$ cat src/shtc_pkg.sv
// shared types, widths and codes for the surface height trace chunker
// no dependencies; every other file imports this package
package shtc_pkg;

    localparam int PIXEL_W    = 32;
    localparam int HEIGHT_W   = 13;
    localparam int ROW_W      = 12;
    localparam int SUM_W      = 21;
    localparam int CHUNK_W    = 9;
    localparam int MODE_W     = 2;
    localparam int DIV_CNT_W  = $clog2(SUM_W);
    localparam int APB_ADDR_W = 4;
    localparam int APB_DATA_W = 32;
    localparam int REG_IDX_W  = 2;

    localparam logic [HEIGHT_W-1:0] MAX_HEIGHT = HEIGHT_W'(4096);
    localparam logic [CHUNK_W-1:0]  MAX_CHUNK  = CHUNK_W'(256);

    localparam logic [MODE_W-1:0] MODE_MEAN = 2'd0;
    localparam logic [MODE_W-1:0] MODE_HIGH = 2'd1;
    localparam logic [MODE_W-1:0] MODE_LOW  = 2'd2;

    localparam logic [REG_IDX_W-1:0] REG_CHUNK_SIZE   = 2'd0;
    localparam logic [REG_IDX_W-1:0] REG_REDUCE_MODE  = 2'd1;
    localparam logic [REG_IDX_W-1:0] REG_CLEAR_COLOUR = 2'd2;
    localparam logic [REG_IDX_W-1:0] REG_IMAGE_HEIGHT = 2'd3;

    typedef struct packed {
        logic [CHUNK_W-1:0]  chunk_size;
        logic [MODE_W-1:0]   reduce_mode;
        logic [PIXEL_W-1:0]  clear_colour;
        logic [HEIGHT_W-1:0] image_height;
    } cfg_t;

    typedef struct packed {
        logic step;
        logic load_out;
    } ctrl_cmd_t;

    typedef struct packed {
        logic emit;
        logic mean;
        logic div_done;
        logic div_busy;
    } dp_status_t;

endpackage

$ cat src/shtc_if.sv
// valid/ready channel interfaces for pixel requests and chunk results
// depends on shtc_pkg
interface shtc_pix_if;
    import shtc_pkg::*;

    logic               valid;
    logic               ready;
    logic [PIXEL_W-1:0] pixel_colour;
    logic               image_end;

    modport source (output valid, output pixel_colour, output image_end, input ready);
    modport sink   (input valid, input pixel_colour, input image_end, output ready);
endinterface

interface shtc_chunk_if;
    import shtc_pkg::*;

    logic                valid;
    logic                ready;
    logic [HEIGHT_W-1:0] chunk_height;
    logic                last_chunk;

    modport source (output valid, output chunk_height, output last_chunk, input ready);
    modport sink   (input valid, input chunk_height, input last_chunk, output ready);
endinterface

$ cat src/shtc_div.sv
// bit-serial restoring divider, one quotient bit per cycle
// depends on shtc_pkg
module shtc_div (
    input  logic                         clk,
    input  logic                         rst_n,
    input  logic                         start,
    input  logic [shtc_pkg::SUM_W-1:0]   dividend,
    input  logic [shtc_pkg::CHUNK_W-1:0] divisor,
    output logic                         busy,
    output logic                         done,
    output logic [shtc_pkg::SUM_W-1:0]   quotient
);
    import shtc_pkg::*;

    logic                 busy_reg, busy_next;
    logic [DIV_CNT_W-1:0] cnt_reg, cnt_next;
    logic [SUM_W-1:0]     quo_reg, quo_next;
    logic [CHUNK_W-1:0]   rem_reg, rem_next;
    logic [CHUNK_W-1:0]   div_reg, div_next;
    logic [CHUNK_W:0]     rem_shift;
    logic                 fits;

    assign rem_shift = {rem_reg, quo_reg[SUM_W-1]};
    assign fits      = rem_shift >= {1'b0, div_reg};
    assign done      = busy_reg && (cnt_reg == DIV_CNT_W'(SUM_W - 1));

    always_comb
    begin
        busy_next = busy_reg;
        cnt_next  = cnt_reg;
        quo_next  = quo_reg;
        rem_next  = rem_reg;
        div_next  = div_reg;
        if (start)
        begin
            busy_next = 1'b1;
            cnt_next  = '0;
            quo_next  = dividend;
            rem_next  = '0;
            div_next  = divisor;
        end
        else if (busy_reg)
        begin
            rem_next = fits ? CHUNK_W'(rem_shift - {1'b0, div_reg}) : CHUNK_W'(rem_shift);
            quo_next = {quo_reg[SUM_W-2:0], fits};
            cnt_next = cnt_reg + 1'b1;
            if (done)
            begin
                busy_next = 1'b0;
            end
        end
    end

    always_ff @(posedge clk or negedge rst_n)
    begin
        if (!rst_n)
        begin
            busy_reg <= 1'b0;
            cnt_reg  <= '0;
        end
        else
        begin
            busy_reg <= busy_next;
            cnt_reg  <= cnt_next;
        end
    end

    always_ff @(posedge clk)
    begin
        quo_reg <= quo_next;
        rem_reg <= rem_next;
        div_reg <= div_next;
    end

    assign busy     = busy_reg;
    assign quotient = quo_reg;
endmodule

$ cat src/shtc_datapath.sv
// column trace, chunk accumulation, result staging and output register
// depends on shtc_pkg and shtc_div
module shtc_datapath (
    input  logic                          clk,
    input  logic                          rst_n,
    input  shtc_pkg::cfg_t                cfg,
    input  shtc_pkg::ctrl_cmd_t           cmd,
    input  logic [shtc_pkg::PIXEL_W-1:0]  pixel_colour,
    input  logic                          image_end,
    output shtc_pkg::dp_status_t          status,
    output logic [shtc_pkg::HEIGHT_W-1:0] chunk_height,
    output logic                          last_chunk
);
    import shtc_pkg::*;

    // trace state
    logic [HEIGHT_W-1:0] traced_reg, traced_next;
    logic [ROW_W-1:0]    row_reg, row_next;
    logic [ROW_W-1:0]    fca_reg, fca_next;
    logic [ROW_W-1:0]    crb_reg, crb_next;
    logic                prev_clr_reg, prev_clr_next;
    logic                found_reg, found_next;

    // chunk state
    logic [SUM_W-1:0]    sum_reg, sum_next;
    logic [HEIGHT_W-1:0] high_reg, high_next;
    logic [HEIGHT_W-1:0] low_reg, low_next;
    logic [CHUNK_W-1:0]  cnt_reg, cnt_next;

    // staged result and output
    logic [HEIGHT_W-1:0] pend_value_reg;
    logic                pend_mean_reg;
    logic                pend_last_reg;
    logic [HEIGHT_W-1:0] out_height_reg;
    logic                out_last_reg;

    logic [HEIGHT_W-1:0] hgt;
    logic [CHUNK_W-1:0]  cs;
    logic                clr;
    logic [HEIGHT_W-1:0] row_ext;
    logic [HEIGHT_W-1:0] row_inc;
    logic [ROW_W-1:0]    crb_cur;
    logic [ROW_W-1:0]    fca_cur;
    logic                found_cur;
    logic                col_end;
    logic [HEIGHT_W-1:0] colh_raw;
    logic [HEIGHT_W-1:0] colh;
    logic [SUM_W-1:0]    sum_add;
    logic [HEIGHT_W-1:0] high_cur;
    logic [HEIGHT_W-1:0] low_cur;
    logic [CHUNK_W-1:0]  cnt_inc;
    logic                emit;
    logic                is_mean;
    logic [HEIGHT_W-1:0] direct_value;
    logic                div_start;
    logic                div_busy;
    logic                div_done;
    logic [SUM_W-1:0]    quotient;

    assign hgt = (cfg.image_height == '0) ? HEIGHT_W'(1) :
                 (cfg.image_height > MAX_HEIGHT) ? MAX_HEIGHT : cfg.image_height;
    assign cs  = (cfg.chunk_size == '0) ? CHUNK_W'(1) :
                 (cfg.chunk_size > MAX_CHUNK) ? MAX_CHUNK : cfg.chunk_size;

    assign clr     = pixel_colour == cfg.clear_colour;
    assign row_ext = {1'b0, row_reg};
    assign row_inc = row_ext + 1'b1;
    assign col_end = image_end || !(row_inc < hgt);

    // bottom of the clear run holding this row
    assign crb_cur = (clr && ((row_reg == '0) || !prev_clr_reg)) ? row_reg : crb_reg;

    always_comb
    begin
        fca_cur   = fca_reg;
        found_cur = found_reg;
        if (!found_reg)
        begin
            if (row_ext == traced_reg)
            begin
                if (clr)
                begin
                    fca_cur   = crb_cur;
                    found_cur = 1'b1;
                end
            end
            else if ((row_ext > traced_reg) && clr)
            begin
                fca_cur   = row_reg;
                found_cur = 1'b1;
            end
        end
    end

    assign colh_raw = found_cur ? {1'b0, fca_cur} : hgt;
    assign colh     = (colh_raw > hgt) ? hgt : colh_raw;
    assign sum_add  = sum_reg + SUM_W'(colh);
    assign high_cur = (colh > high_reg) ? colh : high_reg;
    assign low_cur  = (colh < low_reg) ? colh : low_reg;
    assign cnt_inc  = cnt_reg + 1'b1;
    assign emit     = col_end && (image_end || !(cnt_inc < cs));
    assign is_mean  = cfg.reduce_mode == MODE_MEAN;

    always_comb
    begin
        case (cfg.reduce_mode)
            MODE_HIGH: direct_value = high_cur;
            MODE_LOW:  direct_value = low_cur;
            default:   direct_value = '0;
        endcase
    end

    assign div_start = cmd.step && emit && is_mean;

    shtc_div u_div (
        .clk      (clk),
        .rst_n    (rst_n),
        .start    (div_start),
        .dividend (sum_add),
        .divisor  (cs),
        .busy     (div_busy),
        .done     (div_done),
        .quotient (quotient)
    );

    always_comb
    begin
        traced_next   = traced_reg;
        row_next      = row_reg;
        fca_next      = fca_reg;
        crb_next      = crb_reg;
        prev_clr_next = prev_clr_reg;
        found_next    = found_reg;
        sum_next      = sum_reg;
        high_next     = high_reg;
        low_next      = low_reg;
        cnt_next      = cnt_reg;
        if (cmd.step)
        begin
            if (!col_end)
            begin
                row_next      = ROW_W'(row_inc);
                fca_next      = fca_cur;
                crb_next      = crb_cur;
                prev_clr_next = clr;
                found_next    = found_cur;
            end
            else
            begin
                traced_next   = image_end ? '0 : colh;
                row_next      = '0;
                crb_next      = '0;
                prev_clr_next = 1'b0;
                found_next    = 1'b0;
                if (emit)
                begin
                    sum_next  = '0;
                    high_next = '0;
                    low_next  = '1;
                    cnt_next  = '0;
                end
                else
                begin
                    sum_next  = sum_add;
                    high_next = high_cur;
                    low_next  = low_cur;
                    cnt_next  = cnt_inc;
                end
            end
        end
    end

    always_ff @(posedge clk or negedge rst_n)
    begin
        if (!rst_n)
        begin
            traced_reg   <= '0;
            row_reg      <= '0;
            fca_reg      <= '0;
            crb_reg      <= '0;
            prev_clr_reg <= 1'b0;
            found_reg    <= 1'b0;
            sum_reg      <= '0;
            high_reg     <= '0;
            low_reg      <= '1;
            cnt_reg      <= '0;
        end
        else
        begin
            traced_reg   <= traced_next;
            row_reg      <= row_next;
            fca_reg      <= fca_next;
            crb_reg      <= crb_next;
            prev_clr_reg <= prev_clr_next;
            found_reg    <= found_next;
            sum_reg      <= sum_next;
            high_reg     <= high_next;
            low_reg      <= low_next;
            cnt_reg      <= cnt_next;
        end
    end

    always_ff @(posedge clk)
    begin
        if (cmd.step && emit)
        begin
            pend_value_reg <= direct_value;
            pend_mean_reg  <= is_mean;
            pend_last_reg  <= image_end;
        end
        if (cmd.load_out)
        begin
            out_height_reg <= pend_mean_reg ? quotient[HEIGHT_W-1:0] : pend_value_reg;
            out_last_reg   <= pend_last_reg;
        end
    end

    assign status.emit     = emit;
    assign status.mean     = is_mean;
    assign status.div_done = div_done;
    assign status.div_busy = div_busy;
    assign chunk_height    = out_height_reg;
    assign last_chunk      = out_last_reg;
endmodule

$ cat src/shtc_ctrl.sv
// controller: pixel acceptance, divide wait and output register handoff
// depends on shtc_pkg
module shtc_ctrl (
    input  logic                 clk,
    input  logic                 rst_n,
    input  logic                 in_valid,
    output logic                 in_ready,
    output logic                 out_valid,
    input  logic                 out_ready,
    input  shtc_pkg::dp_status_t status,
    output shtc_pkg::ctrl_cmd_t  cmd
);
    import shtc_pkg::*;

    typedef enum logic [2:0] {
        S_RUN  = 3'b001,
        S_DIV  = 3'b010,
        S_PEND = 3'b100
    } state_t;

    state_t state_reg, state_next;
    logic   out_valid_reg, out_valid_next;
    logic   out_free;

    assign in_ready = state_reg == S_RUN;
    assign out_free = !out_valid_reg || out_ready;

    always_comb
    begin
        state_next   = state_reg;
        cmd.step     = 1'b0;
        cmd.load_out = 1'b0;
        case (state_reg)
            S_RUN:
            begin
                cmd.step = in_valid;
                if (in_valid && status.emit)
                begin
                    state_next = status.mean ? S_DIV : S_PEND;
                end
            end
            S_DIV:
            begin
                if (status.div_done)
                begin
                    state_next = S_PEND;
                end
            end
            S_PEND:
            begin
                if (out_free)
                begin
                    cmd.load_out = 1'b1;
                    state_next   = S_RUN;
                end
            end
            default:
            begin
                state_next = S_RUN;
            end
        endcase
    end

    always_comb
    begin
        out_valid_next = out_valid_reg;
        if (cmd.load_out)
        begin
            out_valid_next = 1'b1;
        end
        else if (out_ready)
        begin
            out_valid_next = 1'b0;
        end
    end

    always_ff @(posedge clk or negedge rst_n)
    begin
        if (!rst_n)
        begin
            state_reg     <= S_RUN;
            out_valid_reg <= 1'b0;
        end
        else
        begin
            state_reg     <= state_next;
            out_valid_reg <= out_valid_next;
        end
    end

    assign out_valid = out_valid_reg;
endmodule

$ cat src/surface_height_trace_chunker.sv
// Pixels are taken one per cycle, column by column and bottom to top, and each
// column's surface height is traced as the pixels pass. When a column closes a
// chunk (or image_end arrives) the input pauses while the result is staged for
// highest/lowest mode, and for mean mode also while the bit-serial divider
// produces one quotient bit of the 21-bit chunk sum per cycle.
// A result waits in an output register while pixels keep flowing; the pause
// lengthens only if a second result is ready before the first is taken.
// Configuration is to be written over the APB port while the block is idle; the block does not enforce it.
module surface_height_trace_chunker (
    input  logic                            clk,
    input  logic                            rst_n,
    shtc_pix_if.sink                        pix,
    shtc_chunk_if.source                    chunk,
    input  logic                            psel,
    input  logic                            penable,
    input  logic                            pwrite,
    input  logic [shtc_pkg::APB_ADDR_W-1:0] paddr,
    input  logic [shtc_pkg::APB_DATA_W-1:0] pwdata,
    output logic [shtc_pkg::APB_DATA_W-1:0] prdata,
    output logic                            pready
);
    import shtc_pkg::*;

    cfg_t                 cfg_reg, cfg_next;
    logic [REG_IDX_W-1:0] reg_idx;
    logic                 wr_en;
    ctrl_cmd_t            cmd;
    dp_status_t           status;

    assign pready  = 1'b1;
    assign reg_idx = paddr[REG_IDX_W+1:2];
    assign wr_en   = psel && penable && pwrite && pready;

    always_comb
    begin
        cfg_next = cfg_reg;
        if (wr_en)
        begin
            case (reg_idx)
                REG_CHUNK_SIZE:   cfg_next.chunk_size   = pwdata[CHUNK_W-1:0];
                REG_REDUCE_MODE:  cfg_next.reduce_mode  = pwdata[MODE_W-1:0];
                REG_CLEAR_COLOUR: cfg_next.clear_colour = pwdata[PIXEL_W-1:0];
                REG_IMAGE_HEIGHT: cfg_next.image_height = pwdata[HEIGHT_W-1:0];
                default:          cfg_next = cfg_reg;
            endcase
        end
    end

    always_comb
    begin
        case (reg_idx)
            REG_CHUNK_SIZE:   prdata = APB_DATA_W'(cfg_reg.chunk_size);
            REG_REDUCE_MODE:  prdata = APB_DATA_W'(cfg_reg.reduce_mode);
            REG_CLEAR_COLOUR: prdata = APB_DATA_W'(cfg_reg.clear_colour);
            REG_IMAGE_HEIGHT: prdata = APB_DATA_W'(cfg_reg.image_height);
            default:          prdata = '0;
        endcase
    end

    always_ff @(posedge clk or negedge rst_n)
    begin
        if (!rst_n)
        begin
            cfg_reg.chunk_size   <= CHUNK_W'(1);
            cfg_reg.reduce_mode  <= MODE_MEAN;
            cfg_reg.clear_colour <= '0;
            cfg_reg.image_height <= MAX_HEIGHT;
        end
        else
        begin
            cfg_reg <= cfg_next;
        end
    end

    shtc_ctrl u_ctrl (
        .clk       (clk),
        .rst_n     (rst_n),
        .in_valid  (pix.valid),
        .in_ready  (pix.ready),
        .out_valid (chunk.valid),
        .out_ready (chunk.ready),
        .status    (status),
        .cmd       (cmd)
    );

    shtc_datapath u_datapath (
        .clk          (clk),
        .rst_n        (rst_n),
        .cfg          (cfg_reg),
        .cmd          (cmd),
        .pixel_colour (pix.pixel_colour),
        .image_end    (pix.image_end),
        .status       (status),
        .chunk_height (chunk.chunk_height),
        .last_chunk   (chunk.last_chunk)
    );

    // no pixel taken while the divider works on a chunk sum
    a_no_step_in_divide: assert property (@(posedge clk) disable iff (!rst_n)
        status.div_busy |-> !pix.ready)
        else $error("pixel accepted during divide");

    // staged result moves only into a free output register
    a_load_into_free: assert property (@(posedge clk) disable iff (!rst_n)
        cmd.load_out |-> (!chunk.valid || chunk.ready))
        else $error("output register overwritten");

    // a mean chunk starts the divider
    a_mean_starts_div: assert property (@(posedge clk) disable iff (!rst_n)
        (cmd.step && status.emit && status.mean) |=> status.div_busy)
        else $error("divider not started");

    // reduced heights never exceed the largest image height, MAX_HEIGHT
    a_height_range: assert property (@(posedge clk) disable iff (!rst_n)
        chunk.valid |-> (chunk.chunk_height <= MAX_HEIGHT))
        else $error("chunk height out of range");
endmodule

$ cat src/flat_wrapper.sv
// flat-port wrapper written by rule: the top's interface ports become plain ports
module surface_height_trace_chunker_flat import shtc_pkg::*;
  (clk, rst_n, psel, penable, pwrite, paddr, pwdata, prdata, pready, pix_valid, pix_pixel_colour, pix_image_end, pix_ready, chunk_valid, chunk_chunk_height, chunk_last_chunk, chunk_ready);
  shtc_pix_if pix_i ();
  shtc_chunk_if chunk_i ();
  input  logic clk;
  input  logic rst_n;
  input  logic psel;
  input  logic penable;
  input  logic pwrite;
  input  logic [shtc_pkg::APB_ADDR_W-1:0] paddr;
  input  logic [shtc_pkg::APB_DATA_W-1:0] pwdata;
  output logic [shtc_pkg::APB_DATA_W-1:0] prdata;
  output logic pready;
  input wire logic [$bits(pix_i.valid)-1:0] pix_valid;
  input wire logic [$bits(pix_i.pixel_colour)-1:0] pix_pixel_colour;
  input wire logic [$bits(pix_i.image_end)-1:0] pix_image_end;
  output wire logic [$bits(pix_i.ready)-1:0] pix_ready;
  output wire logic [$bits(chunk_i.valid)-1:0] chunk_valid;
  output wire logic [$bits(chunk_i.chunk_height)-1:0] chunk_chunk_height;
  output wire logic [$bits(chunk_i.last_chunk)-1:0] chunk_last_chunk;
  input wire logic [$bits(chunk_i.ready)-1:0] chunk_ready;
  assign pix_i.valid = pix_valid;
  assign pix_i.pixel_colour = pix_pixel_colour;
  assign pix_i.image_end = pix_image_end;
  assign pix_ready = pix_i.ready;
  assign chunk_valid = chunk_i.valid;
  assign chunk_chunk_height = chunk_i.chunk_height;
  assign chunk_last_chunk = chunk_i.last_chunk;
  assign chunk_i.ready = chunk_ready;
  surface_height_trace_chunker u_core (.clk(clk), .rst_n(rst_n), .pix(pix_i), .chunk(chunk_i), .psel(psel), .penable(penable), .pwrite(pwrite), .paddr(paddr), .pwdata(pwdata), .prdata(prdata), .pready(pready));
endmodule
$ cat config.mk
export PLATFORM = sky130hd
export DESIGN_NAME = surface_height_trace_chunker_flat
export DESIGN_NICKNAME = d
export VERILOG_FILES = /design/src/shtc_pkg.sv /design/src/shtc_if.sv /design/src/shtc_div.sv /design/src/shtc_datapath.sv /design/src/shtc_ctrl.sv /design/src/surface_height_trace_chunker.sv /design/src/flat_wrapper.sv
export SDC_FILE = /design/constraint.sdc
export NUM_CORES = 1
export LEC_CHECK = 0
export BUFFER_PORTS_ARGS = -buffer_cell sky130_fd_sc_hd__buf_2
export CAP_MARGIN = 20
export CORE_ASPECT_RATIO = 1.2
export CORE_MARGIN = 2
export CORE_UTILIZATION = 45
export DETAILED_ROUTE_END_ITERATION = 8
export GPL_TIMING_DRIVEN = 0
export PLACE_DENSITY_LB_ADDON = 0.25
export RECOVER_POWER = 50
export SLEW_MARGIN = 20
export SYNTH_ARGS = -nofsm -noshare
export SYNTH_HDL_FRONTEND = slang
export SYNTH_HIERARCHICAL = 1
export SYNTH_SLANG_ARGS = --single-unit
$ cat constraint.sdc
create_clock -name clk -period 6.7 [get_ports clk]
set_clock_uncertainty 0.15 [all_clocks]
set_input_delay 1.34 -clock clk [delete_from_list [all_inputs] [get_ports clk]]
set_output_delay 1.34 -clock clk [all_outputs]
set_load 0.01 [all_outputs]
# After elaboration in Yosys (flattened, before gate mapping)
# Cells that the tools add are included.
dict set report op_classes {
  n_addsub 5
  order_cmp 9
  n_eq_ne 14
  mux 47
  bitwise 1
  n_reduce_logical 31
}
# cell count
set ops {}
lappend ops {{two-way mux 13 bit} 10}
lappend ops {{one-hot mux 32 bit (4 select lines)} 1}
lappend ops {{two-way mux 12 bit} 7}
lappend ops {{two-way mux 21 bit} 3}
lappend ops {{two-way mux 9 bit} 4}
lappend ops {{equality test 32 bit} 1}
lappend ops {{> comparator 13 bit} 2}
lappend ops {{less-than comparator 13 bit} 2}
lappend ops {{one-hot mux 13 bit (2 select lines)} 1}
lappend ops {{adder 21 x 13 -> 21 bit} 1}
lappend ops {{two-way mux 1 bit} 14}
lappend ops {{adder 12 x 1 -> 13 bit (second input constant)} 1}
lappend ops {{equality test 12 x 13 -> 1 bit} 1}
lappend ops {{> comparator 12 x 13 -> 1 bit} 1}
lappend ops {{> comparator 13 bit (second input constant)} 1}
lappend ops {{logical NOT 13 bit} 1}
lappend ops {{logical NOT 12 bit} 1}
lappend ops {{two-way mux 3 bit} 4}
lappend ops {{AND reduction 2 bit} 6}
lappend ops {{>= comparator 10 x 9 -> 1 bit} 1}
lappend ops {{two-way mux 5 bit} 2}
lappend ops {{adder 9 x 1 -> 9 bit (second input constant)} 1}
lappend ops {{> comparator 9 bit (second input constant)} 1}
lappend ops {{logical AND 1 bit} 9}
lappend ops {{other kinds (19)} 31}
dict set report word_totals {
  regBits 241
  inputBits 76
  output_inout_bits 49
  elab_cells 133
}

# Depth between registers and ports, before layout
# Gate-level depths: netlist of run 1.
dict set report logic_depth {
  depth_word 13
  mapped_depth 34
  ltp_nobuf 31
}

# Cells and area by module
# The synthesis of run 1 kept the hierarchy.
# module n_inst cells_each area_per_inst_um2 seq_area_each_um2
set by_module_without_submodules {}
lappend by_module_without_submodules {shtc_datapath 1 1023 9655.5 3564.7}
lappend by_module_without_submodules {surface_height_trace_chunker 1 176 2708.8 1403.8}
lappend by_module_without_submodules {shtc_div 1 208 2393.5 1231.2}
lappend by_module_without_submodules {shtc_ctrl 1 24 240.2 101.3}

# Worst setup path before layout of run 1
# Ideal clock, no wire load.
dict set report synth_timing {
  path_kind {in2reg}
  start {input pix_pixel_colour[4]}
  end {register u_core.u_datapath.u_div.quo_reg[18] (netlist: u_core/u_datapath/u_div/quotient[18]) (data pin)}
  setup_ns 0.260
  t_arrival_ns 7.194
  t_required_ns 6.290
  path_slack_ns -0.903
  path_stages 30
  path_buffers 1
  cell_sequence {xor2_1 > nor4_1 > nand4_1 > a311oi_4 > mux2_2 > a21oi_1 > o22ai_2 > mux2i_1 > ha_1 > nand4_1 > o22ai_1 > nor3_1 > o41ai_1 > o21a_1 > o22ai_1 > buf_4 > a22o_1 > ha_1 > inv_1 > fa_1 > nor2b_1 > o21ai_0 > a21boi_0 > o21ai_0 > a21oi_1 > a41oi_1 > a21oi_1 > nand3_1 > xnor2_1 > mux2_2}
}
dict set report synth_between {
  elab_chain_len 11
  word_cells_on_any_way 17
  classes_between {add/sub (1); order compare (1); eq/ne (1); mux (12); reduce/logical (2)}
}
# item line_no
set synth_rtl {}
lappend synth_rtl {{start, declared} flat_wrapper.sv:16} ;# input wire logic [$bits(pix_i.pixel_colour)-1:0] pix_pixel_colour;
lappend synth_rtl {{equality test 32 bit *} shtc_datapath.sv:65} ;# assign clr = pixel_colour == cfg.clear_colour;
lappend synth_rtl {{logical AND 1 bit} shtc_datapath.sv:71} ;# assign crb_cur = (clr && ((row_reg == '0) || !prev_clr_reg)) ? row_reg : crb_reg;
lappend synth_rtl {{two-way mux 12 bit} shtc_datapath.sv:71}
lappend synth_rtl {{two-way mux 12 bit} shtc_datapath.sv:81} ;# if (clr)
lappend synth_rtl {{two-way mux 12 bit} shtc_datapath.sv:79} ;# if (row_ext == traced_reg)
lappend synth_rtl {{two-way mux 12 bit} shtc_datapath.sv:77} ;# if (!found_reg)
lappend synth_rtl {{two-way mux 13 bit *} shtc_datapath.sv:95} ;# assign colh_raw = found_cur ? {1'b0, fca_cur} : hgt;
lappend synth_rtl {{> comparator 13 bit} shtc_datapath.sv:96} ;# assign colh = (colh_raw > hgt) ? hgt : colh_raw;
lappend synth_rtl {{two-way mux 13 bit *} shtc_datapath.sv:96}
lappend synth_rtl {{adder 21 x 13 -> 21 bit *} shtc_datapath.sv:97} ;# assign sum_add = sum_reg + SUM_W'(colh);
lappend synth_rtl {{net u_core.u_datapath.sum_add[18]} shtc_datapath.sv:48} ;# logic [SUM_W-1:0] sum_add;
lappend synth_rtl {{two-way mux 21 bit *} shtc_div.sv:34} ;# if (start)
lappend synth_rtl {{net u_core.u_datapath.u_div.quo_next[18]} shtc_div.sv:17} ;# logic [SUM_W-1:0] quo_reg, quo_next;
lappend synth_rtl {{end signal, assigned} shtc_div.sv:70} ;# quo_reg <= quo_next;
lappend synth_rtl {{end, declared} shtc_div.sv:17}
# Mark *: on every way through the listed nets, which the timed path passes. The rest lies on a longest branch.
# A chain may end at the register's enable or synchronous reset.

# Worst setup path in the final report of run 1
dict set report layout_timing {
  start {input pix_pixel_colour[1]}
  end {register u_core.u_datapath.low_reg[6]}
}
dict set report layout_between {
  elab_chain_len 12
  word_cells_on_any_way 18
  classes_between {order compare (2); eq/ne (1); mux (13); reduce/logical (2)}
}
# item line_no
set layout_rtl {}
lappend layout_rtl {{equality test 32 bit *} shtc_datapath.sv:65}
lappend layout_rtl {{logical AND 1 bit} shtc_datapath.sv:71}
lappend layout_rtl {{two-way mux 12 bit} shtc_datapath.sv:71}
lappend layout_rtl {{two-way mux 12 bit} shtc_datapath.sv:81}
lappend layout_rtl {{two-way mux 12 bit} shtc_datapath.sv:79}
lappend layout_rtl {{two-way mux 12 bit} shtc_datapath.sv:77}
lappend layout_rtl {{two-way mux 13 bit *} shtc_datapath.sv:95}
lappend layout_rtl {{> comparator 13 bit} shtc_datapath.sv:96}
lappend layout_rtl {{two-way mux 13 bit *} shtc_datapath.sv:96}
lappend layout_rtl {{less-than comparator 13 bit} shtc_datapath.sv:99} ;# assign low_cur = (colh < low_reg) ? colh : low_reg;
lappend layout_rtl {{two-way mux 13 bit *} shtc_datapath.sv:99}
lappend layout_rtl {{two-way mux 13 bit *} shtc_datapath.sv:155} ;# if (emit)
lappend layout_rtl {{end signal, assigned} shtc_datapath.sv:198} ;# low_reg <= low_next;
lappend layout_rtl {{end, declared} shtc_datapath.sv:27} ;# logic [HEIGHT_W-1:0] low_reg, low_next;
# Mark *: on every way between the ends. The rest lies on a longest branch, timed or not.

==> out/qor.yml, run 1 <==
outcome:
  status: "finished, violations left"
  violations: "capacitance limit, slew limit, setup timing"
die:
  start_util_pct: 45.5
  die_area_um2: 34800
  die-height_um: 204
  fp-row-count: 73
  core_region_area_um2: 33000
  fp.dieW_um: 171
  num_io_pins: 125
critical_path:
  critical_path_peak_fanout: 5
  rr_worst_depth: 31
  cp_slowest_cell: "sky130_fd_sc_hd__a311oi_4"
  r2r_start: "u_core/u_datapath/row_reg[4]$_DFFE_PN0P_"
  worst_ep_required_time_ns: 7.03
  timing.critical_path.arrival_ns: 7.39
  setup.worst_path.end_class: "register"
  path_common_cell: "sky130_fd_sc_hd__buf_6"
  path_class: "input pin to register"
  crit_path_launch: "pix_pixel_colour[1]"
  worst_path_largest_cell_delay_ns: 0.33
  critical_path_source_type: "input pin"
  register_to_register_path_setup_slack_ns: -0.27
  worst_setup_path_endpoint: "u_core/u_datapath/low_reg[6]$_DFFE_PN1P_"
  timing.rr.end: "u_core/u_datapath/low_reg[6]$_DFFE_PN1P_"
clocking:
  cts-root-buf: "sky130_fd_sc_hd__clkbuf_16"
  numCtsBuffers: 27
  clkSinkCount: 241
  tritoncts: "yes"
  insertion_delay_ns: 0.55
  clock_path_buffers: 3
  cts_h_tree_depth: 1
  clk_transition_reported_paths_ns: 0.06
drt:
  ant_nets: 0
  detail_route.wl_per_cell_um: 19.9
  total_detailed_routing_wirelength_mm: 42.6
  detail_route.drc_violations: 0
  num_vias: 12200
  first_iter_violations: 789
  detail_route.vias_per_cell: 5.70
  drtPass1Iterations: 5
cells_and_area:
  finish.net_count: 1850
  synthToLayoutAreaGrowth_pct: 27.2
  insertedDiodeCount: 0
  max_ffs_per_register: 56
  fill_cells: 2760
  final_layout_size_suffix_gt1_share_pct: 33.3
global_routing:
  met1_usage_pct: 29.7
  global_route.usage.met3_pct: 2.96
  global_route.usage.total_pct: 24.5
  grt_remaining_overflow: 0
  number_of_antenna_violations_at_the_first_check_in_global_routing: 0
  grt_first_pass_wirelength_mm: 67.7
  grt_pass1_vias: 12600
  grt_max_degree: 74
  grt_use_met2_pct: 43.1
  gr-max-usage-layer: "met2"
timing:
  fin_worst_hold_slack_ns: 0.278
  final_critical_path_setup_slack_ns: -0.362
  setup_viol: 55
  final_period_minus_worst_setup_slack_ns: 7.06
  final-max-slew-violation-count: 178
  hold_vio_cnt_final: 0
  max_slew_margin_pct: -131
  max_clock_freq_mhz: 142
  min_period_over_period_pct: 105
  setup_repair_after_global_routing_missed_its_margin: "true"
  worst_pin_slew_ns: 3.46
yosys:
  netlist_area_um2: 15000
  postSynthAreaPerCell_um2: 10.5
  post_synthesis_net_count: 1607
  syn-instance-count: 1430
  yosysWarnings: 6
hold_path:
  timing.hold.worst.class: "register to register"
run:
  cap_viol_max_count: 3
place:
  place_hpwl_mm: 29.9
  io_buf_count: 119
  gp_routability_congestion: 0.911
power_and_ir_drop:
  design_power_total_mw: 7.33
  leakagePower_nw: 8.55
  power.density_nw_per_um2: 384
  worst_ir_drop_vdd_mv: 0.226
## cell type report
type	instances	area, um2	share of cell area, %
repair buffers	215	1450	7.60
multi-input cells	1015	8930	46.9
well taps	450	563	2.95
plain buffers	72	432	2.26
clock inverters	14	210	1.10
inverters	101	408	2.14
flip-flops and latches	241	6300	33.1
clock buffers	36	769	4.04
## cells in the final DEF, fill, tap and decap left out, types with 58 or more instances in the layout
cell / n
sky130_fd_sc_hd__ha_1: 87
sky130_fd_sc_hd__buf_4: 76
sky130_fd_sc_hd__buf_2: 116
sky130_fd_sc_hd__nand2_1: 120
sky130_fd_sc_hd__mux2_2: 61
sky130_fd_sc_hd__o21ai_0: 58
sky130_fd_sc_hd__inv_1: 88
sky130_fd_sc_hd__edfxtp_1: 59
sky130_fd_sc_hd__dfrtp_1: 156
## per-stage QoR
| stage | utilization, % | TNS [ns] | setup WS [ns] | std cells | instance area (um2) |
|---|---|---|---|---|---|
| detailed placement | 49.6 | -112.01 | -1.96 | 2001 | 16300 |
| CTS | 56.8 | -7.04 | -0.300 | 2123 | 18700 |
| global placement | 49.4 | -114.29 | -1.98 | 1999 | 16300 |
| global route | 57.8 | -40.45 | -0.653 | 2144 | 19100 |
| floorplan | - | -3.83 | -0.304 | 1430 | 15100 |
| finish | 57.8 | -13.07 | -0.362 | 2144 | 19100 |
## power by group
part	internal, mW	switching, mW	leakage [nW]
clock network	1.00	0.619	0.477
logic	1.55	1.88	5.20
registers	1.95	0.323	2.87
total	4.50	2.82	8.55
## worst max-delay path, delay by kind of cell
family | cells | cell delay [ns]
AOI/OAI and AO/OA | 11 | 2.22
xor gates and xnor gates | 1 | 0.15
buffers and inverters | 11 | 1.61
and+or+nand+nor | 4 | 0.70
adders and majority gates | 2 | 0.49
muxes | 3 | 0.83
## routing by layer
metal	up-vias	wire, um
met1	6003	17100
met2	384	21600
met4	0	1930
met3	134	1940
met5	-	0
li1	5698	-
## worst min path at each step
stage	to	cells after the start	startpoint
global route	u_core/u_datapath/last_chunk$_DFFE_PP_	0	u_core/u_datapath/pend_last_reg$_DFFE_PP_
floorplan	u_core/u_datapath/last_chunk$_DFFE_PP_	0	u_core/u_datapath/pend_last_reg$_DFFE_PP_
finish	u_core/u_datapath/last_chunk$_DFFE_PP_	0	u_core/u_datapath/pend_last_reg$_DFFE_PP_
detailed placement	u_core/u_datapath/last_chunk$_DFFE_PP_	0	u_core/u_datapath/pend_last_reg$_DFFE_PP_
global placement	u_core/u_datapath/last_chunk$_DFFE_PP_	0	u_core/u_datapath/pend_last_reg$_DFFE_PP_
CTS	u_core/u_datapath/last_chunk$_DFFE_PP_	0	u_core/u_datapath/pend_last_reg$_DFFE_PP_
## timing repair
item | in CTS | in global routing
buffers inserted | 68 | 22
endpoints found under the setup margin | 73 | 72
gates resized for setup | 162 | 68
hold buffers | 0 | 0
gates cloned | 4 | 0
pin swaps | 77 | 45
(Power assumes the default switching activity.)
==> run 2, diff against run 1 <==
Settings changed: ABC_AREA from default to 1.
==> out/qor.yml, run 2 <==
outcome:
  status: "finished, violations left"
  violations: "capacitance limit, slew limit, setup timing"
global_routing:
  met1_usage_pct: 29.5
  global_route.usage.met3_pct: 2.93
  grt_remaining_overflow: 0
  grt_max_degree: 74
  grt_first_pass_wirelength_mm: 67.9
  global_route.usage.total_pct: 23.4
  number_of_antenna_violations_at_the_first_check_in_global_routing: 0
  grt_use_met2_pct: 41.7
  grt_pass1_vias: 13200
  gr-max-usage-layer: "met2"
die:
  die_area_um2: 35900
  start_util_pct: 45.6
  core_region_area_um2: 34000
  fp.dieW_um: 173
  num_io_pins: 125
  fp-row-count: 74
  die-height_um: 207
clocking:
  insertion_delay_ns: 0.54
  cts-root-buf: "sky130_fd_sc_hd__clkbuf_16"
  clkSinkCount: 241
  clk_transition_reported_paths_ns: 0.06
  numCtsBuffers: 28
  cts_h_tree_depth: 1
  clock_path_buffers: 3
  postCtsHoldBufs: 0
  tritoncts: "yes"
place:
  gp_routability_congestion: 0.910
  dp_slack_ns: -1.63
  placedCellCount: 2584
  place_hpwl_mm: 32.2
  io_buf_count: 119
critical_path:
  timing.critical_path.arrival_ns: 6.85
  critical_path_peak_fanout: 6
  worst_ep_required_time_ns: 6.84
  path_class: "input pin to register"
  setup.worst_path.end_class: "register"
  worst_path_largest_cell_delay_ns: 0.37
  critical_path_source_type: "input pin"
  cp_slowest_cell: "sky130_fd_sc_hd__fa_2"
cells_and_area:
  insertedDiodeCount: 0
  instances_no_fill: 2672
  finish.net_count: 2371
  synthToLayoutAreaGrowth_pct: 21.0
  max_ffs_per_register: 56
  most-common-layout-cells: "sky130_fd_sc_hd__nand2_1 (635), sky130_fd_sc_hd__inv_1 (261), sky130_fd_sc_hd__dfrtp_1 (155), sky130_fd_sc_hd__buf_2 (128), sky130_fd_sc_hd__nand3_1 (98)"
  final_layout_size_suffix_gt1_share_pct: 21.1
  layout.cells.most_common: "sky130_fd_sc_hd__nand2_1"
drt:
  detail_route.vias_per_cell: 5.19
  first_iter_violations: 976
  total_detailed_routing_wirelength_mm: 43.7
  detail_route.drc_violations: 0
  drtPass1Iterations: 5
  detail_route.wl_per_cell_um: 16.3
  num_vias: 13900
  ant_nets: 0
power_and_ir_drop:
  worst_ir_drop_vdd_mv: 0.256
  design_power_total_mw: 8.61
  combPwrFrac_pct: 52.0
  power.sequential.fraction_pct: 27.6
  power_switching_mw: 3.76
  p_int_mw: 4.85
  power.clock.fraction_pct: 20.4
  leakagePower_nw: 9.48
  power.share.switching_pct: 43.7
  power.density_nw_per_um2: 459
timing:
  fin_worst_hold_slack_ns: 0.279
  final_critical_path_setup_slack_ns: -0.00708
  min_period_over_period_pct: 100
  setup_repair_after_global_routing_missed_its_margin: "true"
  final-max-slew-violation-count: 105
  max_slew_margin_pct: -124
  final_period_minus_worst_setup_slack_ns: 6.71
  worst_pin_slew_ns: 3.36
  setup_viol: 1
  max_clock_freq_mhz: 149
  hold_vio_cnt_final: 0
hold_path:
  timing.hold.worst.class: "register to register"
run:
  cap_viol_max_count: 2
yosys:
  post_synthesis_net_count: 2183
  netlist_area_um2: 15500
  syn-instance-count: 2006
  yosysWarnings: 6
  postSynthAreaPerCell_um2: 7.72
==> run 2: final timing paths <==
check	from	endpoint	slack (ns)	cells past startpoint
max in group asynchronous	rst_n	u_core/u_datapath/row_reg[10]$_DFFE_PN0P_	0.85	2
max reg2reg	u_core/u_datapath/row_reg[11]$_DFFE_PN0P_	u_core/u_datapath/u_div/quotient[18]$_DFFE_PP_	0.09	46
min	u_core/u_datapath/pend_last_reg$_DFFE_PP_	u_core/u_datapath/last_chunk$_DFFE_PP_	0.28	0
min reg2reg	u_core/u_datapath/pend_last_reg$_DFFE_PP_	u_core/u_datapath/last_chunk$_DFFE_PP_	0.28	0
min in group asynchronous	rst_n	u_core/u_datapath/u_div/cnt_reg[1]$_DFFE_PN0P_	1.14	1
max	pix_pixel_colour[7]	u_core/u_datapath/u_div/quotient[18]$_DFFE_PP_	-0.007	48
==> run 2: critical path, delay by kind of cell <==
family          cells  cell delay (ns)
buf+inv             7             0.58
xor+xnor            1             0.16
simple gates       28             2.83
fa+ha+maj           3             0.76
compound gates      9             1.12
==> run 2: layout make-up <==
cell class / count / area (um2)
buffer: 70 / 478
clock buffer: 37 / 816
clock inverter: 15 / 258
fill: 3176 / 15200
inverter: 285 / 1080
multi-input combinational: 1409 / 8230
sequential: 241 / 6300
tap: 456 / 571
timing repair buffer: 159 / 1010
==> run 2: metal layers <==
metal,vias to the layer above,share of wire (%),routed length [um]
met5,-,0,0
met1,6565,42,18300
met4,0,3.2,1410
met2,363,50,21800
li1,6849,-,-
met3,80,5.0,2180
==> run 2: timing repair <==
item / 4_1_cts / 5_1_grt
buffers inserted: 10 / 23
pin swaps: 13 / 69
setup endpoints to repair: 61 / 55
cloned: 1 / 3
resized for setup: 45 / 132
==> run 2: power by group through the flow <==
stage | registers, mW | logic [mW] | clock network, mW
floorplan | 2.26 | 2.83 | 0
global placement | 2.37 | 3.72 | 0
detailed placement | 2.38 | 3.82 | 0
CTS | 2.37 | 3.97 | 1.79
global route | 2.43 | 4.98 | 1.85
finish | 2.38 | 4.48 | 1.76
==> run 2: stage by stage <==
step           instance area (um2)  utilization (%)  setup TNS [ns]
3_3_place_gp                 16700             49.0          -71.18
2_1_floorplan                15500                -               0
6_report                     18800             55.2        -0.00708
3_5_place_dp                 16700             49.3          -71.49
4_1_cts                      18100             53.2               0
5_1_grt                      18800             55.2           -4.89
==> run 3, diff against run 2 <==
Settings changed: SYNTH_HIERARCHICAL 1 to default, TNS_END_PERCENT from default to 50.
==> out/qor.yml, run 3 <==
power_and_ir_drop:
  power_switching_mw: 2.91
  worst_ir_drop_vdd_mv: 0.237
  power.clock.fraction_pct: 22.3
  power.sequential.fraction_pct: 33.1
  power.density_nw_per_um2: 402
  leakagePower_nw: 8.45
  combPwrFrac_pct: 44.7
  power.share.switching_pct: 41.6
  p_int_mw: 4.09
critical_path:
  setup.worst_path.end_class: "register"
  worst_path_largest_cell_delay_ns: 0.32
  path_common_cell: "sky130_fd_sc_hd__nand2_1"
  cp_top_family: "simple AND/OR/NAND/NOR gates"
  critical_path_peak_fanout: 10
  timing.critical_path.arrival_ns: 6.66
  critical_path_source_type: "input pin"
  cp_slowest_cell: "sky130_fd_sc_hd__ha_1"
  worst_ep_required_time_ns: 6.92
  path_class: "input pin to register"
  critical_path.n_buffers_inverters: 5
hold_path:
  timing.hold.worst.class: "register to register"
die:
  die-height_um: 203
  die_area_um2: 34300
  fp.dieW_um: 169
  fp-row-count: 72
  start_util_pct: 45.7
  core_region_area_um2: 32300
  num_io_pins: 125
clocking:
  numCtsBuffers: 28
  insertion_delay_ns: 0.56
  cts-root-buf: "sky130_fd_sc_hd__clkbuf_16"
  tritoncts: "yes"
  clkSinkCount: 241
  clock_path_buffers: 3
  clk_transition_reported_paths_ns: 0.06
  cts_h_tree_depth: 1
yosys:
  ys_top_cells_by_count: "sky130_fd_sc_hd__nand2_1 (439), sky130_fd_sc_hd__inv_1 (288), sky130_fd_sc_hd__o21ai_0 (181)"
  synth.most_common_cell: "sky130_fd_sc_hd__nand2_1"
  postSynthAreaPerCell_um2: 7.89
  top_area_cell_type_share_of_the_netlist_area_pct: 26.6
  synth.lib_cells_used.distinct: 52
  synth_enable_flop_cells: 59
  ys.flop_type: "sky130_fd_sc_hd__dfrtp_1"
  cell_types_occupying_the_most_area_after_synthesis: "sky130_fd_sc_hd__dfrtp_1 (27%), sky130_fd_sc_hd__edfxtp_1 (12%), sky130_fd_sc_hd__nand2_1 (11%)"
  seq_area_frac_synth_pct: 42.6
  post_synthesis_net_count: 2052
  synth_largest_area_cell: "sky130_fd_sc_hd__dfrtp_1"
  postSynthRegisterBits: 241
  yosysWarnings: 0
  syn-instance-count: 1875
  netlist_area_um2: 14800
  fraction_of_registers_with_async_set_or_reset_after_synthesis_pct: 71.8
cells_and_area:
  instances_no_fill: 2483
  fill_cells: 3054
  max_ffs_per_register: 56
  synthToLayoutAreaGrowth_pct: 17.9
  most-common-layout-cells: "sky130_fd_sc_hd__nand2_1 (421), sky130_fd_sc_hd__inv_1 (285), sky130_fd_sc_hd__o21ai_0 (166), sky130_fd_sc_hd__dfrtp_1 (157), sky130_fd_sc_hd__buf_2 (108)"
  layout.cells.most_common: "sky130_fd_sc_hd__nand2_1"
  final_layout_size_suffix_gt1_share_pct: 15.3
  finish.net_count: 2230
drt:
  ant_nets: 0
  num_vias: 13200
  total_detailed_routing_wirelength_mm: 41.0
  detail_route.vias_per_cell: 5.33
  detail_route.wl_per_cell_um: 16.5
  drtPass1Iterations: 5
  first_iter_violations: 847
  detail_route.drc_violations: 0
global_routing:
  global_route.usage.total_pct: 23.6
  grt_remaining_overflow: 0
  grt_pass1_vias: 13000
  number_of_antenna_violations_at_the_first_check_in_global_routing: 2
  grt_max_degree: 90
  grt_first_pass_wirelength_mm: 64.9
place:
  placedCellCount: 2404
  place_hpwl_mm: 30.9
  gp_routability_congestion: 0.924
  io_buf_count: 121
timing:
  worst_pin_slew_ns: 4.81
  final-max-slew-violation-count: 85
  max_slew_margin_pct: -221
  setup_viol: 0
  max_clock_freq_mhz: 155
  hold_vio_cnt_final: 0
  final_period_minus_worst_setup_slack_ns: 6.44
  fin_worst_hold_slack_ns: 0.274
  min_period_over_period_pct: 96.1
outcome:
  violations: "capacitance limit, slew limit"
  status: "finished, violations left"
run:
  cap_viol_max_count: 1
[run 3: kinds of logic after synthesis]
kind of cell,synth area share [%]
AOI/OAI and AO/OA,15.0
muxes,0.990
other,0.0254
xor gates and xnor gates,3.44
buffers and inverters,9.69
and+or+nand+nor,19.7
DFF,42.6
adders and majority gates,8.65
[run 3: metrics by stage]
step | power [mW] | cell area [um2] | TNS (ns) | util [%] | worst slack, ns
finish | 7.00 | 17400 | 0 | 53.9 | 0.260
global route | 7.55 | 17400 | -0.302 | 53.9 | -0.0723
CTS | 6.88 | 17000 | 0 | 52.7 | 0.00485
detailed placement | 5.24 | 15900 | -72.90 | 49.3 | -1.68
global placement | 5.15 | 15900 | -68.73 | 49.2 | -1.64
floorplan | 4.39 | 14800 | 0 | - | 0.199
[run 3: final cells by class]
| class | count | area, um2 | share of cell area (%) |
|---|---|---|---|
| diodes | 1 | 2.50 | 0.0143 |
| plain buffers | 68 | 358 | 2.05 |
| clock buffers | 32 | 747 | 4.28 |
| clock inverters | 20 | 196 | 1.13 |
| inverters | 302 | 1140 | 6.53 |
| multi-input cells | 1263 | 7380 | 42.3 |
| flip-flops and latches | 241 | 6300 | 36.1 |
| well taps | 407 | 509 | 2.92 |
| repair buffers | 149 | 808 | 4.63 |
[run 3: worst paths after layout]
check                           cells past startpoint                                       endpoint                                      start  slack (ns)
worst min-delay path                                0         u_core.u_datapath.last_chunk$_DFFE_PP_  u_core.u_datapath.pend_last_reg$_DFFE_PP_        0.27
worst min register to register                      0         u_core.u_datapath.last_chunk$_DFFE_PP_  u_core.u_datapath.pend_last_reg$_DFFE_PP_        0.27
max in group asynchronous                           1      u_core.u_datapath.high_reg[8]$_DFFE_PN0P_                                      rst_n        1.30
worst max register to register                     37  u_core.u_datapath.pend_value_reg[2]$_DFFE_PP_   u_core.u_datapath.row_reg[8]$_DFFE_PN0P_        0.42
min in group asynchronous                           1                 u_core.cfg_reg[40]$_DFFE_PN0P_                                      rst_n        2.35
worst max-delay path                               34  u_core.u_datapath.pend_value_reg[2]$_DFFE_PP_                       pix_pixel_colour[24]        0.26
[run 3: what timing repair did]
action,in CTS,in global routing
setup buffers,3,24
pin swaps,5,35
endpoints found under the setup margin,64,71
hold buffers,0,0
gates resized for setup,39,96
[run 3: power groups by stage]
stage | Clock, mW | Sequential, mW | Combinational, mW
after global routing | 1.65 | 2.37 | 3.53
after CTS | 1.60 | 2.31 | 2.98
after floorplan | 0 | 2.24 | 2.15
after detailed placement | 0 | 2.32 | 2.92
after global placement | 0 | 2.31 | 2.84
final | 1.56 | 2.31 | 3.13
[run 3: layer usage]
layer	up-vias	part of all wire [%]	global-route usage [%]
met5	-	0.046	0
met4	2	3.4	9.34
met3	86	4.5	2.94
met2	340	50	41.2
met1	6283	42	29.6
li1	6534	-	-
